[src/rtl/srd_pkg.sv]
package srd_pkg;

  localparam int unsigned MagMax = 32767;
  localparam int unsigned DzRst  = 7849;
  localparam int unsigned QBits  = 16;   // quotient bits found per lane, one per stage
  localparam int unsigned NStg   = QBits;

  localparam logic [31:0] CLIP_SQ = 32'(MagMax * MagMax);
  localparam logic [15:0] DIR_MAX = 16'(MagMax);
  localparam logic [15:0] ONE_Q15 = 16'h8000;

  typedef enum logic [1:0] {
    NORM_DEAD,
    NORM_CLIP,
    NORM_CALC
  } norm_e;

  // values derived from the dead zone at write time
  typedef struct packed {
    logic [29:0] dz2;      // dz^2
    logic [29:0] den2;     // (32767 - dz)^2
    logic [29:0] dendz;    // (32767 - dz) * dz
    logic        den_zero;
  } cfg_t;

  localparam cfg_t CFG_RST = '{
    dz2:      30'(DzRst * DzRst),
    den2:     30'((MagMax - DzRst) * (MagMax - DzRst)),
    dendz:    30'(DzRst * (MagMax - DzRst)),
    den_zero: 1'b0
  };

  // classified item between front and back
  typedef struct packed {
    logic        neg_x;
    logic        neg_y;
    logic        zero;
    norm_e       kind;
    logic [30:0] xsq;
    logic [30:0] ysq;
    logic [31:0] s;
  } item_t;

  // one search lane: residual, cross term, quotient bits so far
  typedef struct packed {
    logic [63:0] r;
    logic [63:0] c;
    logic [15:0] q;
  } lane_t;

  typedef struct packed {
    logic        neg_x;
    logic        neg_y;
    logic        zero;
    norm_e       kind;
    logic [63:0] us;
    lane_t [2:0] ln;
  } stage_t;

  // try bit k: (t + 2^k*d)^2 - t^2 = 2^(k+1)*c + 2^(2k)*u with c = d*t, u = d^2
  function automatic lane_t lane_step(lane_t l, logic [63:0] u, int k);
    lane_t       o;
    logic [63:0] cand;
    o    = l;
    cand = (l.c << (k + 1)) + (u << (2 * k));
    if (l.r >= cand) begin
      o.r    = l.r - cand;
      o.c    = l.c + (u << k);
      o.q[k] = 1'b1;
    end
    return o;
  endfunction

endpackage

[src/rtl/srd_front.sv]
module srd_front import srd_pkg::*; (
  input  logic signed [15:0] stick_x_i,
  input  logic signed [15:0] stick_y_i,
  input  cfg_t               cfg_i,
  output item_t              item_o
);

  logic signed [31:0] px;
  logic signed [31:0] py;
  logic        [31:0] s;

  assign px = stick_x_i * stick_x_i;
  assign py = stick_y_i * stick_y_i;
  assign s  = {1'b0, px[30:0]} + {1'b0, py[30:0]};

  always_comb begin
    item_o.neg_x = stick_x_i[15];
    item_o.neg_y = stick_y_i[15];
    item_o.zero  = (s == '0);
    item_o.xsq   = px[30:0];
    item_o.ysq   = py[30:0];
    item_o.s     = s;
    if (s <= {2'b00, cfg_i.dz2} || cfg_i.den_zero) begin
      item_o.kind = NORM_DEAD;
    end else if (s >= CLIP_SQ) begin
      item_o.kind = NORM_CLIP;
    end else begin
      item_o.kind = NORM_CALC;
    end
  end

endmodule

[config.mk]
export PLATFORM = sky130hd
export DESIGN_NAME = srd_front
export DESIGN_NICKNAME = d
export VERILOG_FILES = /design/src/rtl/srd_pkg.sv /design/src/rtl/srd_front.sv
export SDC_FILE = /design/constraint.sdc
export NUM_CORES = 1
export LEC_CHECK = 0
export ABC_AREA = 0
export BUFFER_PORTS_ARGS = -buffer_cell sky130_fd_sc_hd__buf_2
export CAP_MARGIN = 15
export CORE_AREA = 4 4 246 248
export DETAILED_ROUTE_END_ITERATION = 16
export DIE_AREA = 0 0 250 252
export PLACE_DENSITY = 0.53
export SETUP_SLACK_MARGIN = 0.2
export SLEW_MARGIN = 20
export SYNTH_ARGS = -nofsm -noshare
export SYNTH_HDL_FRONTEND = slang
export SYNTH_SLANG_ARGS = --single-unit
[constraint.sdc]
create_clock -name vclk -period 12
set_input_delay 0 -clock vclk [all_inputs]
set_output_delay 0 -clock vclk [all_outputs]
set_load 0.05 [all_outputs]
==> flow_summary.toml, run 1 <==
[status]
status = "complete, no violations"

[critical_path]
worstPathArrival_ns = 11.08
start_kind = "primary input"
worstPathMaxFanout = 14
end_kind = "output pin"
critPathBufInv = 8
crit_top_cell = "fa_1"
cpLargestDelayFamily = "adder cells"
worstPathRequired_ns = 12.00
crit_type = "in -> out"
cp-startpoint = "stick_x_i[3]"
slowest_stage = "nor3_1"
critPathMaxStageDelay_ns = 0.83

[synth]
postSynthCellCount = 2310
synth_top_area_share_pct = 45.90
syn_area_per_cell_sq_um = 8.743
yosysUniqueCellTypes = 82
yosysWarnings = 0
yosysSeqAreaShare_pct = 0
synthTopCellsByArea = "fa_1, ha_1, inv_1"
synth_top_cell_by_area = "fa_1"
syn_area_sq_um = 20200

[clocking]
cts_setup_buffers = 0
cts_resized = 0
hold_buffers = 0

[sta]
rsz0062_at_grt = "false"
drv_slew = 0
setup_viol = 0
max_freq_ghz = 0.09026
finalCriticalPeriod_ns = 11.08
finalHoldViolCount = 0
worstMarginPinSlew_ns = 1.034
setup_tns_ns = 0
fin_crit_sh_pct = 92.33
max_slew_margin_pct = 30.56

[final_layout]
seq_cell_count = 0
syn2layout_area_growth_pct = 8.122
multi_input_area_sq_um = 17400
layout_common_cells = "inv_1, fa_1, ha_1"
diodes = 0
drive_above_1_share_pct = 8.697
regArea_sq_um = 0
clkbuf_count = 0
final_common_cell = "inv_1"
fillers = 6115
fin_nets = 3243

[routing]
vias = 15331
firstDrtPassIters = 6
drt-vias-per-instance = 4.792
wl_um = 52760
ant_nets = 0
drc = 0
first_iter_violations = 730
wl_per_cell_um = 16.49

[global_routing]
antenna_found_initial = 1
grt_pass1_wl_um = 87460
first_global_vias = 16778
gr-total-overflow = 0
grt_use_total_pct = 17.09
grt_max_degree = 23

[floorplan]
die_w_um = 250
ios = 222
die_area_sq_um = 63000
die_y_um = 252
rows = 89
start_util_pct = 34.54
fp.coreArea_sq_um = 58460

[placement]
io_buffers = 160
gp_congestion = 0.9167
post-dp-hpwl_um = 47440

[worst_hold_path]
min_from = "stick_x_i[0]"
min_path_type = "in -> out"

[run]
maxCapViolations = 0
synth_stat cells, types with 3 or more instances:
cell,n
xnor2_1,67
o21a_1,25
nand4_1,15
a31oi_1,6
nor3_1,21
a21oi_1,69
a211oi_1,17
nor2b_1,15
nand2_1,177
o211ai_1,4
and3_1,8
a31o_2,5
nand3_1,21
nand2b_1,15
o21ai_0,47
a21o_1,33
a21o_2,3
clkbuf_1,52
o21bai_1,11
a311oi_1,3
xor2_1,27
or4_1,4
mux2i_1,4
o2111ai_1,4
or2_2,4
buf_4,6
a221oi_1,5
and2_1,82
fa_1,463
a211o_1,4
or3_1,11
nor2_1,108
inv_1,683
ha_1,229
o31ai_1,5
stage by stage:
step           hold slack, ns  cell area (sq um)  instances  utilization, %  setup WS, ns
2_1_floorplan          0.1671              20200       2311               -         1.337
3_3_place_gp           0.4893              21830       3199           37.34        0.8481
3_5_place_dp           0.4835              21830       3199           37.34        0.9134
4_1_cts                0.4838              21830       3199           37.34        0.8649
5_1_grt                0.4938              21840       3199           37.35        0.4069
6_report               0.4735              21840       3199           37.35        0.9206
final timing paths:
path,slack [ns],endpoint,cells after the start
worst max-delay path,0.92,item_o[94],40
worst min-delay path,0.47,item_o[63],2
final cells by class:
class / count / share of cell area, %
tap: 773 / 4.429
multi-input combinational: 1568 / 79.68
inverter: 685 / 11.78
timing repair buffer: 173 / 4.114
cell families (layout without fill, tap and decap cells):
| group | Yosys count | after routing | share of synthesized area (%) |
|---|---|---|---|
| and+or+nand+nor | 496 | 496 | 11.90 |
| buffers and inverters | 743 | 858 | 13.92 |
| muxes | 7 | 7 | 0.3779 |
| adders and majority gates | 692 | 692 | 60.08 |
| xor gates and xnor gates | 96 | 96 | 4.238 |
| AOI/OAI and AO/OA | 275 | 275 | 9.467 |
| other | 1 | 2 | 0.01857 |
metal layers:
metal  vias up  GRT usage (%)  wire, um
met2       352          28.69     24400
met4         0          1.474       586
met1      7732          23.82     23540
met5         -              0         0
met3        31          3.742      4231
li1       7216              -         -
Power of run 1 is left out: the tool's default activity adds up to more than one toggle a clock period on the data nets, which glitch-free logic cannot reach.
==> inputs of run 2 (changes only) <==
--- a/config.mk
+++ b/config.mk
@@ -8,9 +8,9 @@
 export ABC_AREA = 0
 export BUFFER_PORTS_ARGS = -buffer_cell sky130_fd_sc_hd__buf_2
 export CAP_MARGIN = 15
-export CORE_AREA = 4 4 246 248
+export CORE_AREA = 4 4 274 222
 export DETAILED_ROUTE_END_ITERATION = 16
-export DIE_AREA = 0 0 250 252
+export DIE_AREA = 0 0 278 226
 export PLACE_DENSITY = 0.53
 export SETUP_SLACK_MARGIN = 0.2
 export SLEW_MARGIN = 20
==> run 2 against run 1 <==
Non-clock buffer count down 1. Hold slack lost 0.085 ns. Critical path depth shrank 1. Wire length grew 3.1%. Count of clock-buffer cells in the layout unchanged. Final area barely moved.
==> flow_summary.toml, run 2 (synthesis results as in run 1) <==
[status]
status = "complete, no violations"

[run]
maxCapViolations = 0

[floorplan]
die_y_um = 226
ios = 222
die_w_um = 278
start_util_pct = 34.87
rows = 79
fp.coreArea_sq_um = 57920
die_area_sq_um = 62830

[sta]
rsz0062_at_grt = "false"
fin_crit_sh_pct = 91.48
finalCriticalPeriod_ns = 10.98
finalHoldViolCount = 0
setup_viol = 0
max_freq_ghz = 0.09110
setup_tns_ns = 0
worstMarginPinSlew_ns = 1.220
layout_setup_ws_ns = 1.023
drv_slew = 0
max_slew_margin_pct = 18.09
whs_ns = 0.3888

[final_layout]
syn2layout_area_growth_pct = 8.035
seq_cell_count = 0
layout_common_cells = "inv_1, fa_1, ha_1"
layout.cells.non_filler = 3195
drive_above_1_share_pct = 8.619
fillers = 6071
final_common_cell = "inv_1"
fin_nets = 3242
regArea_sq_um = 0
clkbuf_count = 0

[global_routing]
grt_max_degree = 24
grt_pass1_wl_um = 90000
grt_use_total_pct = 17.87
antenna_found_initial = 0
first_global_vias = 16887
gr-total-overflow = 0

[critical_path]
crit_top_cell = "fa_1"
slowest_stage = "a2111oi_0"
worstPathArrival_ns = 10.98
crit_type = "in -> out"
end_kind = "output pin"
critPathMaxStageDelay_ns = 0.77
start_kind = "primary input"
worstPathMaxFanout = 13
worstPathRequired_ns = 12.00

[routing]
drt-vias-per-instance = 4.860
ant_nets = 0
firstDrtPassIters = 5
first_iter_violations = 839
wl_per_cell_um = 17.03
wl_um = 54420
vias = 15527
drc = 0

[placement]
gp_congestion = 0.9004
pre_cts_slack_ns = 0.9459
dp.cells = 3194
post-dp-hpwl_um = 48690
io_buffers = 160

[worst_hold_path]
min_path_type = "in -> out"
[run 2: changes by cell type in the layout (fill, tap and decap cells not counted), sizes merged]
| cell | change |
|---|---|
| buf | -1 |
| diode | +1 |
[run 2: critical path, delay by kind of cell]
| kind | cells | cell delay [ns] |
|---|---|---|
| AND/OR/NAND/NOR | 4 | 0.77 |
| adder cells (fa/ha/maj) | 9 | 4.20 |
| AO/OA/AOI/OAI | 18 | 4.78 |
| XOR/XNOR | 1 | 0.21 |
| buffers and inverters | 7 | 0.98 |
[run 2: final cells by class]
type	instances	area, sq um	share of cell area (%)
Inverter	685	2571	11.78
Multi-Input combinational cell	1568	17390	79.71
Antenna cell	1	2.502	0.01147
Timing Repair Buffer	172	890.9	4.083
Tap cell	769	962.2	4.410
[run 2: worst paths after layout]
check          from    endpoint  slack (ns)  cells after the start
min    stick_y_i[0]  item_o[32]        0.39                      2
max    stick_x_i[8]  item_o[95]        1.02                     39
[run 2: metrics by stage]
| step | cell area, sq um | utilization (%) |
|---|---|---|
| 2_1_floorplan | 20200 | - |
| 3_3_place_gp | 21810 | 37.66 |
| 3_5_place_dp | 21810 | 37.66 |
| 4_1_cts | 21810 | 37.66 |
| 5_1_grt | 21820 | 37.66 |
| 6_report | 21820 | 37.67 |
[run 2: timing repair]
action                     in CTS  in global routing
setup buffers                   0                  0
resized for setup               0                  1
setup endpoints to repair       0                  2
hold buffers                    0                  0
[run 2: metal layers]
layer | share of wire, % | track usage (%) | vias to the layer above
met1 | 47 | 26.05 | 7934
met3 | 6.3 | 2.873 | 37
met5 | 0 | 0 | -
li1 | - | - | 7216
met4 | 1.9 | 2.762 | 0
met2 | 45 | 28.74 | 340
==> inputs of run 3 (changes only) <==
--- a/config.mk
+++ b/config.mk
@@ -8,10 +8,10 @@
 export ABC_AREA = 0
 export BUFFER_PORTS_ARGS = -buffer_cell sky130_fd_sc_hd__buf_2
 export CAP_MARGIN = 15
-export CORE_AREA = 4 4 274 222
+export CORE_AREA = 4 4 323 262
 export DETAILED_ROUTE_END_ITERATION = 16
-export DIE_AREA = 0 0 278 226
-export PLACE_DENSITY = 0.53
+export DIE_AREA = 0 0 327 266
+export PLACE_DENSITY = 0.41
 export SETUP_SLACK_MARGIN = 0.2
 export SLEW_MARGIN = 20
 export SYNTH_ARGS = -nofsm -noshare
==> run 3 against run 2 <==
Maximum frequency up 1.8%. Count of clock-buffer cells in the layout unchanged. Flip-flop and latch count unchanged. First-iteration DRC count up 3.9%. Hold slack worse by 0.024 ns. Final area up 2.3%. Sequential share of layout area unchanged. Wire length up 8.1%. Non-clock buffer count up 10. Final cell count up 11%.
==> flow_summary.toml, run 3 (synthesis results as in run 1) <==
[status]
status = "complete, no violations"

[final_layout]
seq_cell_count = 0
syn2layout_area_growth_pct = 10.57
drive_above_1_share_pct = 9.076
regArea_sq_um = 0
final_common_cell = "inv_1"
clkbuf_count = 0
layout_common_cells = "inv_1, fa_1, ha_1"
fin_nets = 3252

[placement]
gp_congestion = 0.8776
post-dp-hpwl_um = 53620
io_buffers = 160
pre_cts_slack_ns = 1.362

[clocking]
cts_setup_buffers = 0
hold_buffers = 0
cts_resized = 0

[critical_path]
slowest_stage = "o41ai_1"
crit_type = "in -> out"
worstPathRequired_ns = 12.00
worstPathMaxFanout = 14
critPathMaxStageDelay_ns = 0.76
end_kind = "output pin"
cpLargestDelayFamily = "compound AO/OA/AOI/OAI gates"
start_kind = "primary input"
critPathBufInv = 9
worstPathArrival_ns = 10.78
crit_top_cell = "fa_1"

[sta]
finalCriticalPeriod_ns = 10.78
setup_tns_ns = 0
setup_viol = 0
drv_slew = 0
fin_crit_sh_pct = 89.87
max_freq_ghz = 0.09273
max_slew_margin_pct = 34.52
layout_setup_ws_ns = 1.216
finalHoldViolCount = 0
worstMarginPinSlew_ns = 0.9789
rsz0062_at_grt = "false"

[global_routing]
first_global_vias = 16690
grt_max_degree = 21
antenna_found_initial = 3
gr-total-overflow = 0
grt_pass1_wl_um = 94780
grt_use_total_pct = 13.81

[routing]
ant_nets = 0
drt-vias-per-instance = 4.356
first_iter_violations = 872
wl_per_cell_um = 16.61
firstDrtPassIters = 5
routed-wl-met2_um = 24120
wl_um = 58810
wl_met3_um = 3858
m1WireLength_um = 30620
vias = 15424
drc = 0
top_layer_used = "met5"

[worst_hold_path]
min_from = "stick_y_i[0]"
min_path_type = "in -> out"
hold_depth = 2
holdPathEnd = "item_o[32]"

[floorplan]
start_util_pct = 24.78
rows = 94
die_y_um = 266
die_w_um = 327
fp.coreArea_sq_um = 81510
ios = 222
die_area_sq_um = 86980

[run]
maxCapViolations = 0
run 3: routing by layer:
layer  vias up  GRT usage [%]
met2       314          20.41
li1       7251              -
met1      7839          21.97
met4         2         0.4178
met3        18          2.395
met5         -              0
run 3: layout make-up:
| class | instances | area [sq um] |
|---|---|---|
| timing repair buffer | 182 | 965.9 |
| tap | 1104 | 1381 |
| inverter | 685 | 2571 |
| fill | 8920 | 59180 |
| multi-input combinational | 1568 | 17410 |
| antenna | 2 | 5.005 |
run 3: worst max path at each step:
stage	startpoint	to	slack (ns)	cells past startpoint
floorplan	stick_y_i[1]	item_o[95]	1.34	41
global placement	stick_x_i[3]	item_o[95]	1.33	41
detailed placement	stick_x_i[3]	item_o[94]	1.36	41
CTS	stick_y_i[10]	item_o[94]	1.30	37
global route	stick_y_i[9]	item_o[94]	0.58	40
finish	stick_y_i[8]	item_o[94]	1.22	41
run 3: metrics by stage:
step	hold WS [ns]	cells	utilization [%]	instance area (sq um)
3_5_place_dp	0.3719	3539	27.39	22330
2_1_floorplan	0.1671	2311	-	20200
6_report	0.3644	3541	27.40	22330
4_1_cts	0.3716	3539	27.39	22330
5_1_grt	0.3765	3539	27.39	22330
3_3_place_gp	0.3734	3539	27.38	22320
