### config.mk
export PLATFORM = sky130hd
export DESIGN_NAME = srd_fifo
export DESIGN_NICKNAME = d
export VERILOG_FILES = /design/src/rtl/srd_pkg.sv /design/src/rtl/srd_fifo.sv
export SDC_FILE = /design/constraint.sdc
export NUM_CORES = 1
export LEC_CHECK = 0
export BUFFER_PORTS_ARGS = -buffer_cell sky130_fd_sc_hd__buf_4
export CORE_AREA = 4 4 101 151
export DETAILED_ROUTE_END_ITERATION = 12
export DIE_AREA = 0 0 105 155
export PLACE_DENSITY = 0.81
export SYNTH_ARGS = -nofsm -noshare
export SYNTH_HDL_FRONTEND = slang
export SYNTH_SLANG_ARGS = --single-unit
### constraint.sdc
create_clock -name clk_i -period 7.4 [get_ports clk_i]
set_input_delay 0.74 -clock clk_i [delete_from_list [all_inputs] [get_ports clk_i]]
set_output_delay 0.74 -clock clk_i [all_outputs]
set_load 0.01 [all_outputs]
### src/rtl/srd_pkg.sv
package srd_pkg;

  localparam int unsigned MagMax = 32767;
  localparam int unsigned DzRst  = 7849;
  localparam int unsigned QBits  = 16;   // quotient bits found per lane, one per stage
  localparam int unsigned NStg   = QBits;

  localparam logic [31:0] CLIP_SQ = 32'(MagMax * MagMax);
  localparam logic [15:0] DIR_MAX = 16'(MagMax);
  localparam logic [15:0] ONE_Q15 = 16'h8000;

  typedef enum logic [1:0] {
    NORM_DEAD,
    NORM_CLIP,
    NORM_CALC
  } norm_e;

  // values derived from the dead zone at write time
  typedef struct packed {
    logic [29:0] dz2;      // dz^2
    logic [29:0] den2;     // (32767 - dz)^2
    logic [29:0] dendz;    // (32767 - dz) * dz
    logic        den_zero;
  } cfg_t;

  localparam cfg_t CFG_RST = '{
    dz2:      30'(DzRst * DzRst),
    den2:     30'((MagMax - DzRst) * (MagMax - DzRst)),
    dendz:    30'(DzRst * (MagMax - DzRst)),
    den_zero: 1'b0
  };

  // classified item between front and back
  typedef struct packed {
    logic        neg_x;
    logic        neg_y;
    logic        zero;
    norm_e       kind;
    logic [30:0] xsq;
    logic [30:0] ysq;
    logic [31:0] s;
  } item_t;

  // one search lane: residual, cross term, quotient bits so far
  typedef struct packed {
    logic [63:0] r;
    logic [63:0] c;
    logic [15:0] q;
  } lane_t;

  typedef struct packed {
    logic        neg_x;
    logic        neg_y;
    logic        zero;
    norm_e       kind;
    logic [63:0] us;
    lane_t [2:0] ln;
  } stage_t;

  // try bit k: (t + 2^k*d)^2 - t^2 = 2^(k+1)*c + 2^(2k)*u with c = d*t, u = d^2
  function automatic lane_t lane_step(lane_t l, logic [63:0] u, int k);
    lane_t       o;
    logic [63:0] cand;
    o    = l;
    cand = (l.c << (k + 1)) + (u << (2 * k));
    if (l.r >= cand) begin
      o.r    = l.r - cand;
      o.c    = l.c + (u << k);
      o.q[k] = 1'b1;
    end
    return o;
  endfunction

endpackage

### src/rtl/srd_fifo.sv
module srd_fifo import srd_pkg::*; (
  input  logic  clk_i,
  input  logic  rst_ni,
  input  logic  push_i,
  input  item_t item_i,
  input  logic  pop_i,
  output logic  full_o,
  output logic  vld_o,
  output item_t head_o
);

  item_t       ent_q [2];
  logic        wr_ptr_q, wr_ptr_d;
  logic        rd_ptr_q, rd_ptr_d;
  logic [1:0]  cnt_q, cnt_d;

  assign full_o = (cnt_q == 2'd2);
  assign vld_o  = (cnt_q != 2'd0);
  assign head_o = ent_q[rd_ptr_q];

  always_comb begin
    wr_ptr_d = wr_ptr_q ^ push_i;
    rd_ptr_d = rd_ptr_q ^ pop_i;
    cnt_d    = cnt_q + 2'(push_i) - 2'(pop_i);
  end

  always_ff @(posedge clk_i or negedge rst_ni) begin
    if (!rst_ni) begin
      wr_ptr_q <= 1'b0;
      rd_ptr_q <= 1'b0;
      cnt_q    <= 2'd0;
    end else begin
      wr_ptr_q <= wr_ptr_d;
      rd_ptr_q <= rd_ptr_d;
      cnt_q    <= cnt_d;
    end
  end

  always_ff @(posedge clk_i) begin
    if (push_i) begin
      ent_q[wr_ptr_q] <= item_i;
    end
  end

endmodule

==> results.py, run 1 <==
metrics = {
    "outcome": {
        "status": "finished clean",
    },
    "power_and_ir_drop": {
        "p_leak_nw": 4.055,
        "ir_worst_vdd_mv": 0.2529,
        "powerDensity_mw_per_mm2": 379.8,
    },
    "routing": {
        "dr_total_vias": 3681,
        "wire_per_inst_um": 20.37,
        "drt_wl_total_um": 14580,
        "drc": 0,
        "dr.pass1.iters": 4,
        "drtIter0Drc": 162,
        "viasPerCell": 5.141,
        "ant_nets": 0,
    },
    "yosys": {
        "yosysSeqAreaShare": 0.7698,
        "yosysWarnings": 0,
        "avgSynthCellArea_um2": 24.24,
        "syn-num-nets": 431,
        "synthCells": 324,
        "ys_seq_elements": 202,
        "ys_types": 11,
        "syn_area_mm2": 0.007854,
    },
    "clock_network": {
        "postCtsHoldBufs": 0,
        "cts_tree": "yes",
        "cts_sinks": 202,
        "root_buffer": "clkbuf_16",
        "clk_path_buf_depth": 3,
        "cts_setup_buffers": 0,
        "clk_latency_ns": 0.47,
        "cts.htree.levels": 1,
        "cts_buffers": 19,
        "cts-resized-gates": 0,
        "cts.clk_slew.worst_paths_ns": 0.06,
    },
    "finish": {
        "syn_to_final_growth_pct": 27.05,
        "num_antenna_cells": 0,
        "drive_gt1_frac": 0.6025,
        "fin_nets": 647,
        "instances_no_fill": 716,
    },
    "grt": {
        "grt_pass1_vias": 4053,
        "grt_pass1_wl_um": 21750,
        "gr-total-overflow": 0,
        "grtUsageTotal": 0.1754,
        "grt_max_degree": 60,
        "grt_antenna_before_repair": 0,
    },
    "worst_setup_path": {
        "cp-startpoint": "rd_ptr_q$_DFF_PN0_",
        "crit_type": "reg -> out",
        "r2r-start": "rd_ptr_q$_DFF_PN0_",
        "crit_arrival_ns": 2.94,
        "crit_required_ns": 6.66,
        "crit_fanout": 56,
        "crit_path_end_kind": "output port",
        "cp-start-kind": "flop",
    },
    "timing": {
        "hold_viol_final": 0,
        "finalMaxSlewViolations": 0,
        "tns_ns": 0,
        "maxSlewHeadroom": 0.3210,
        "worstMarginPinSlew_ns": 1.019,
        "fmax_ghz": 0.2714,
        "finalCritPeriodShare": 0.4978,
        "setup_viol": 0,
        "rsz0062_at_grt": "false",
        "finalClockSkew_ns": 0.007202,
        "min_period_ns": 3.684,
    },
    "job": {
        "maxCapViolations": 0,
    },
    "placed_design": {
        "place_inst": 684,
        "io_buffers": 203,
        "gp_congestion": 0.7692,
        "dp_hpwl_um": 10170,
    },
    "floorplanning": {
        "die_y_um": 155,
        "fp.dieW_um": 105,
        "std_cell_rows": 53,
        "core_area_mm2": 0.01393,
        "ios": 204,
        "initial_utilization": 0.5640,
        "fp.dieArea_mm2": 0.01628,
    },
    "worst_hold_path": {
        "hp-class": "in -> async",
    },
}
==> routing by layer <==
layer,GRT usage,routed length [µm],vias to the layer above
met5,0,0,-
met4,0.07692,501,0
met3,0.03362,726,34
met2,0.3385,8378,130
met1,0.1820,4976,1807
li1,-,-,1710
==> layout make-up <==
class | instances | area [µm²]
clock buffer | 26 | 501.7
fill | 862 | 3948
inverter | 4 | 15.01
multi-input combinational | 107 | 1607
sequential | 202 | 6050
tap | 165 | 206.4
clock inverter | 6 | 52.55
timing repair buffer | 206 | 1546
==> logic make-up after synthesis <==
family        share of synthesized area
simple gates                   0.001594
buf+inv                         0.02883
mux                              0.1893
xor+xnor                       0.004142
fa+ha+maj                      0.006373
flops                            0.7698
==> flip-flops by register name (all words and copies together), names as in the netlist <==
register / flops
ent_q: 198
wr_ptr_q: 1
rd_ptr_q: 1
cnt_q: 2
==> final timing paths <==
path / end / slack, ns / cells past startpoint
worst max-delay path: head_o[2] / 3.72 / 3
min in group clk_i: ent_q[1][8]$_DFFE_PP_ / 0.45 / 1
worst min-delay path: wr_ptr_q$_DFF_PN0_ / 0.06 / 1
worst max register to register: rd_ptr_q$_DFF_PN0_ / 5.15 / 2
worst min register to register: cnt_q[1]$_DFF_PN0_ / 0.64 / 1
max in group asynchronous: rd_ptr_q$_DFF_PN0_ / 7.23 / 1
==> Yosys cell counts <==
master	number	area, µm²
mux2_4	99	1486
dfrtp_1	4	100.1
buf_12	10	200.2
edfxtp_1	198	5946
or2_2	1	6.260
ha_1	4	50.05
xor2_1	1	8.760
xor3_1	1	23.77
inv_1	4	15.01
nor2b_1	1	6.260
buf_6	1	11.26
==> worst max-delay path: stages, from the launching register on <==
cell	delay (ns)
dfrtp_4	0.99
buf_4	0.93
mux2_4	0.37
buf_4	0.15
==> through the flow <==
| stage | worst slack [ns] | hold WS (ns) | util | power (mW) | instance area, µm² |
|---|---|---|---|---|---|
| CTS | 3.671 | 0.04321 | 0.7165 | 3.842 | 9978 |
| detailed placement | 4.173 | 0.5389 | 0.6767 | 2.962 | 9424 |
| finish | 3.716 | 0.06032 | 0.7165 | 3.790 | 9978 |
| global route | 3.598 | 0.04253 | 0.7165 | 3.960 | 9978 |
| global placement | 4.198 | 0.5394 | 0.6767 | 2.930 | 9424 |
| floorplan | 3.845 | 0.4444 | - | 2.525 | 7854 |
==> report_power, final <==
part	internal (mW)	switching (mW)	leakage, nW
Sequential	1.52	0.124	1.90
Clock	0.508	0.368	0.271
Combinational	0.739	0.530	1.88
Total	2.77	1.02	4.06
==> cell usage in the layout (no fill, tap or decap) <==
cell type and instances:
buf_4 206, bufinv_16 1, or2_2 1, nor2b_1 1, ha_1 2, dfrtp_1 3
clkinv_2 3, xor3_1 1, dfrtp_4 1, edfxtp_1 198, xor2_1 1, inv_1 4
mux2_4 99, clkinv_1 2, clkbuf_1 7, ha_4 2, clkbuf_16 19
No activity file was read; power rests on OpenSTA's default activity.
==> run 2, diff against run 1 <==
--- a/config.mk
+++ b/config.mk
@@ -6,10 +6,10 @@
 export NUM_CORES = 1
 export LEC_CHECK = 0
 export BUFFER_PORTS_ARGS = -buffer_cell sky130_fd_sc_hd__buf_4
-export CORE_AREA = 4 4 101 151
+export CORE_AREA = 4 4 105 157
 export DETAILED_ROUTE_END_ITERATION = 12
-export DIE_AREA = 0 0 105 155
-export PLACE_DENSITY = 0.81
+export DIE_AREA = 0 0 109 161
+export PLACE_DENSITY = 0.75
 export SYNTH_ARGS = -nofsm -noshare
 export SYNTH_HDL_FRONTEND = slang
 export SYNTH_SLANG_ARGS = --single-unit
==> constraint.sdc (replaced) <==
create_clock -name clk_i -period 3.9 [get_ports clk_i]
set_input_delay 0.39 -clock clk_i [delete_from_list [all_inputs] [get_ports clk_i]]
set_output_delay 0.39 -clock clk_i [all_outputs]
set_load 0.01 [all_outputs]
==> run 2 against run 1 <==
- combinational power up 93%
- clock power up 86%
- clock-buffer cell count unchanged
- sequential power up 86%
- routed wire length down 3.1%
- register-to-register slack worse by 3.1 ns
- die area up 7.8%
- highest routed layer unchanged
- flip-flop and latch count unchanged
==> results.py, run 2 (synthesis gave the netlist of run 1 again) <==
metrics = {
    "timing": {
        "fmax_ghz": 0.3735,
        "finalClockSkew_ns": 0.003939,
        "min_period_ns": 2.677,
        "rsz0062_at_grt": "false",
        "finalMaxSlewViolations": 0,
        "hold_viol_final": 0,
        "maxSlewHeadroom": 0.5308,
        "finalCritPeriodShare": 0.6864,
        "worstMarginPinSlew_ns": 0.7038,
        "tns_ns": 0,
        "setup_viol": 0,
    },
    "worst_setup_path": {
        "crit_arrival_ns": 2.29,
        "worstReg2RegEnd": "ent_q[0][90]$_DFFE_PP_",
        "r2r-start": "wr_ptr_q$_DFF_PN0_",
        "crit_type": "reg -> out",
        "crit_path_end_kind": "output port",
        "cp-start-kind": "flop",
        "crit_chain": "buf_4, mux2_4, buf_4",
        "worst-r2r-cell-count": 3,
        "slowest_delay_ns": 0.79,
        "crit_buf_inv": 2,
        "path_common_cell": "buf_4",
        "r2r_setup_slack_ns": 2.08,
        "critical-path-top-delay-family": "flip-flops",
        "cpMaxStageDelayCell": "dfrtp_4",
        "crit_required_ns": 3.51,
        "crit_fanout": 29,
    },
    "routing": {
        "wire_per_inst_um": 18.79,
        "dr.pass1.iters": 4,
        "viasPerCell": 4.883,
        "dr_total_vias": 3672,
        "drt_wl_total_um": 14130,
        "drc": 0,
        "ant_nets": 0,
        "drtIter0Drc": 223,
    },
    "placed_design": {
        "dp_hpwl_um": 9986,
        "io_buffers": 203,
        "place_inst": 719,
        "gp_congestion": 0.7106,
    },
    "floorplanning": {
        "core_area_mm2": 0.01507,
        "fp.dieArea_mm2": 0.01755,
        "std_cell_rows": 55,
        "die_y_um": 161,
        "ios": 204,
        "initial_utilization": 0.5211,
        "fp.dieW_um": 109,
    },
    "finish": {
        "final_cell_mix": "buf_4, edfxtp_1, mux2_4",
        "largest_registers": "ent_q (198), cnt_q (2)",
        "instances_no_fill": 752,
        "num_antenna_cells": 0,
        "drive_gt1_frac": 0.6058,
        "syn_to_final_growth_pct": 28.31,
        "top_register": "ent_q",
        "final_common_cell": "buf_4",
        "largest_reg_flops": 198,
        "fin_nets": 648,
    },
    "clock_network": {
        "cts_tree": "yes",
        "cts_sinks": 202,
        "cts_buffers": 18,
        "cts.htree.levels": 1,
        "cts_setup_buffers": 0,
        "cts.clk_slew.worst_paths_ns": 0.06,
        "clk_path_buf_depth": 3,
        "clk_latency_ns": 0.46,
        "root_buffer": "clkbuf_16",
        "cts-resized-gates": 0,
    },
    "grt": {
        "grt_pass1_vias": 3933,
        "grt_antenna_before_repair": 0,
        "grt_pass1_wl_um": 20870,
        "gr-total-overflow": 0,
        "grt_max_degree": 54,
        "grtUsageTotal": 0.1563,
    },
    "worst_hold_path": {
        "min_from": "pop_i",
        "hold_depth": 2,
        "hold_end": "rd_ptr_q$_DFF_PN0_",
        "hp-class": "in -> reg",
    },
    "power_and_ir_drop": {
        "p_leak_nw": 4.080,
        "powerDensity_mw_per_mm2": 710.2,
        "ir_worst_vdd_mv": 0.4464,
    },
    "job": {
        "maxCapViolations": 0,
    },
    "outcome": {
        "status": "finished clean",
    },
}
run 2: changes by cell type in the layout (fill, tap and decap cells not counted):
| cell | before | now |
|---|---|---|
| inv_8 | 0 | 1 |
| clkbuf_1 | 7 | 5 |
| bufinv_16 | 1 | 0 |
| buf_12 | 0 | 3 |
| buf_4 | 206 | 204 |
| clkbuf_8 | 0 | 2 |
| dlygate4sd3_1 | 0 | 1 |
run 2: cell type report:
cell class / count / area, µm²
well taps: 199 / 249.0
clock inverters: 6 / 33.78
repair buffers: 208 / 1602
flip-flops and latches: 202 / 6050
clock buffers: 26 / 521.8
inverters: 4 / 15.01
fillers: 976 / 4994
multi-input cells: 107 / 1607
run 2: worst register-to-register path, delay by kind of cell (launching register included):
| kind | cells | cell delay, ns |
|---|---|---|
| adders and majority gates | 1 | 0.56 |
| buffers and inverters | 2 | 0.49 |
| DFF | 1 | 0.41 |
run 2: stage by stage:
stage	total power, mW	setup slack (ns)	hold WS (ns)	utilization	area, µm²
2_1_floorplan	4.791	0.6782	0.09441	-	7854
3_3_place_gp	5.561	1.741	0.1901	0.6311	9512
3_5_place_dp	5.618	1.697	0.1916	0.6311	9512
4_1_cts	7.262	1.199	0.08359	0.6687	10080
5_1_grt	7.499	1.110	0.07986	0.6687	10080
6_report	7.157	1.223	0.1032	0.6687	10080
run 2: worst max-delay path by stage:
stage | start | endpoint | slack (ns) | cells past startpoint
6_report | rd_ptr_q$_DFF_PN0_ | head_o[18] | 1.22 | 3
5_1_grt | rd_ptr_q$_DFF_PN0_ | head_o[45] | 1.11 | 3
4_1_cts | rd_ptr_q$_DFF_PN0_ | head_o[72] | 1.20 | 3
3_5_place_dp | rd_ptr_q$_DFF_PN0_ | head_o[72] | 1.70 | 3
3_3_place_gp | rd_ptr_q$_DFF_PN0_ | head_o[9] | 1.74 | 3
2_1_floorplan | wr_ptr_q$_DFF_PN0_ | ent_q[0][0]$_DFFE_PP_ | 0.68 | 2
run 2: power breakdown:
part           switching, mW  internal (mW)  total [mW]
clock                  0.699          0.936        1.63
sequential             0.189           2.88        3.07
combinational           1.04           1.41        2.45
total                   1.92           5.23        7.16
run 2: timing repair:
item                                    4_1_cts  5_1_grt
hold buffers                                  1        0
endpoints found under the setup margin        0        0
hold endpoints to repair                      4        0
run 2: metal layers:
layer / vias to the layer above / GRT usage / part of all wire
met2: 136 / 0.2959 / 0.57
met1: 1794 / 0.1653 / 0.33
met5: - / 0 / 0
met4: 0 / 0.06031 / 0.031
li1: 1713 / - / -
met3: 29 / 0.03159 / 0.067
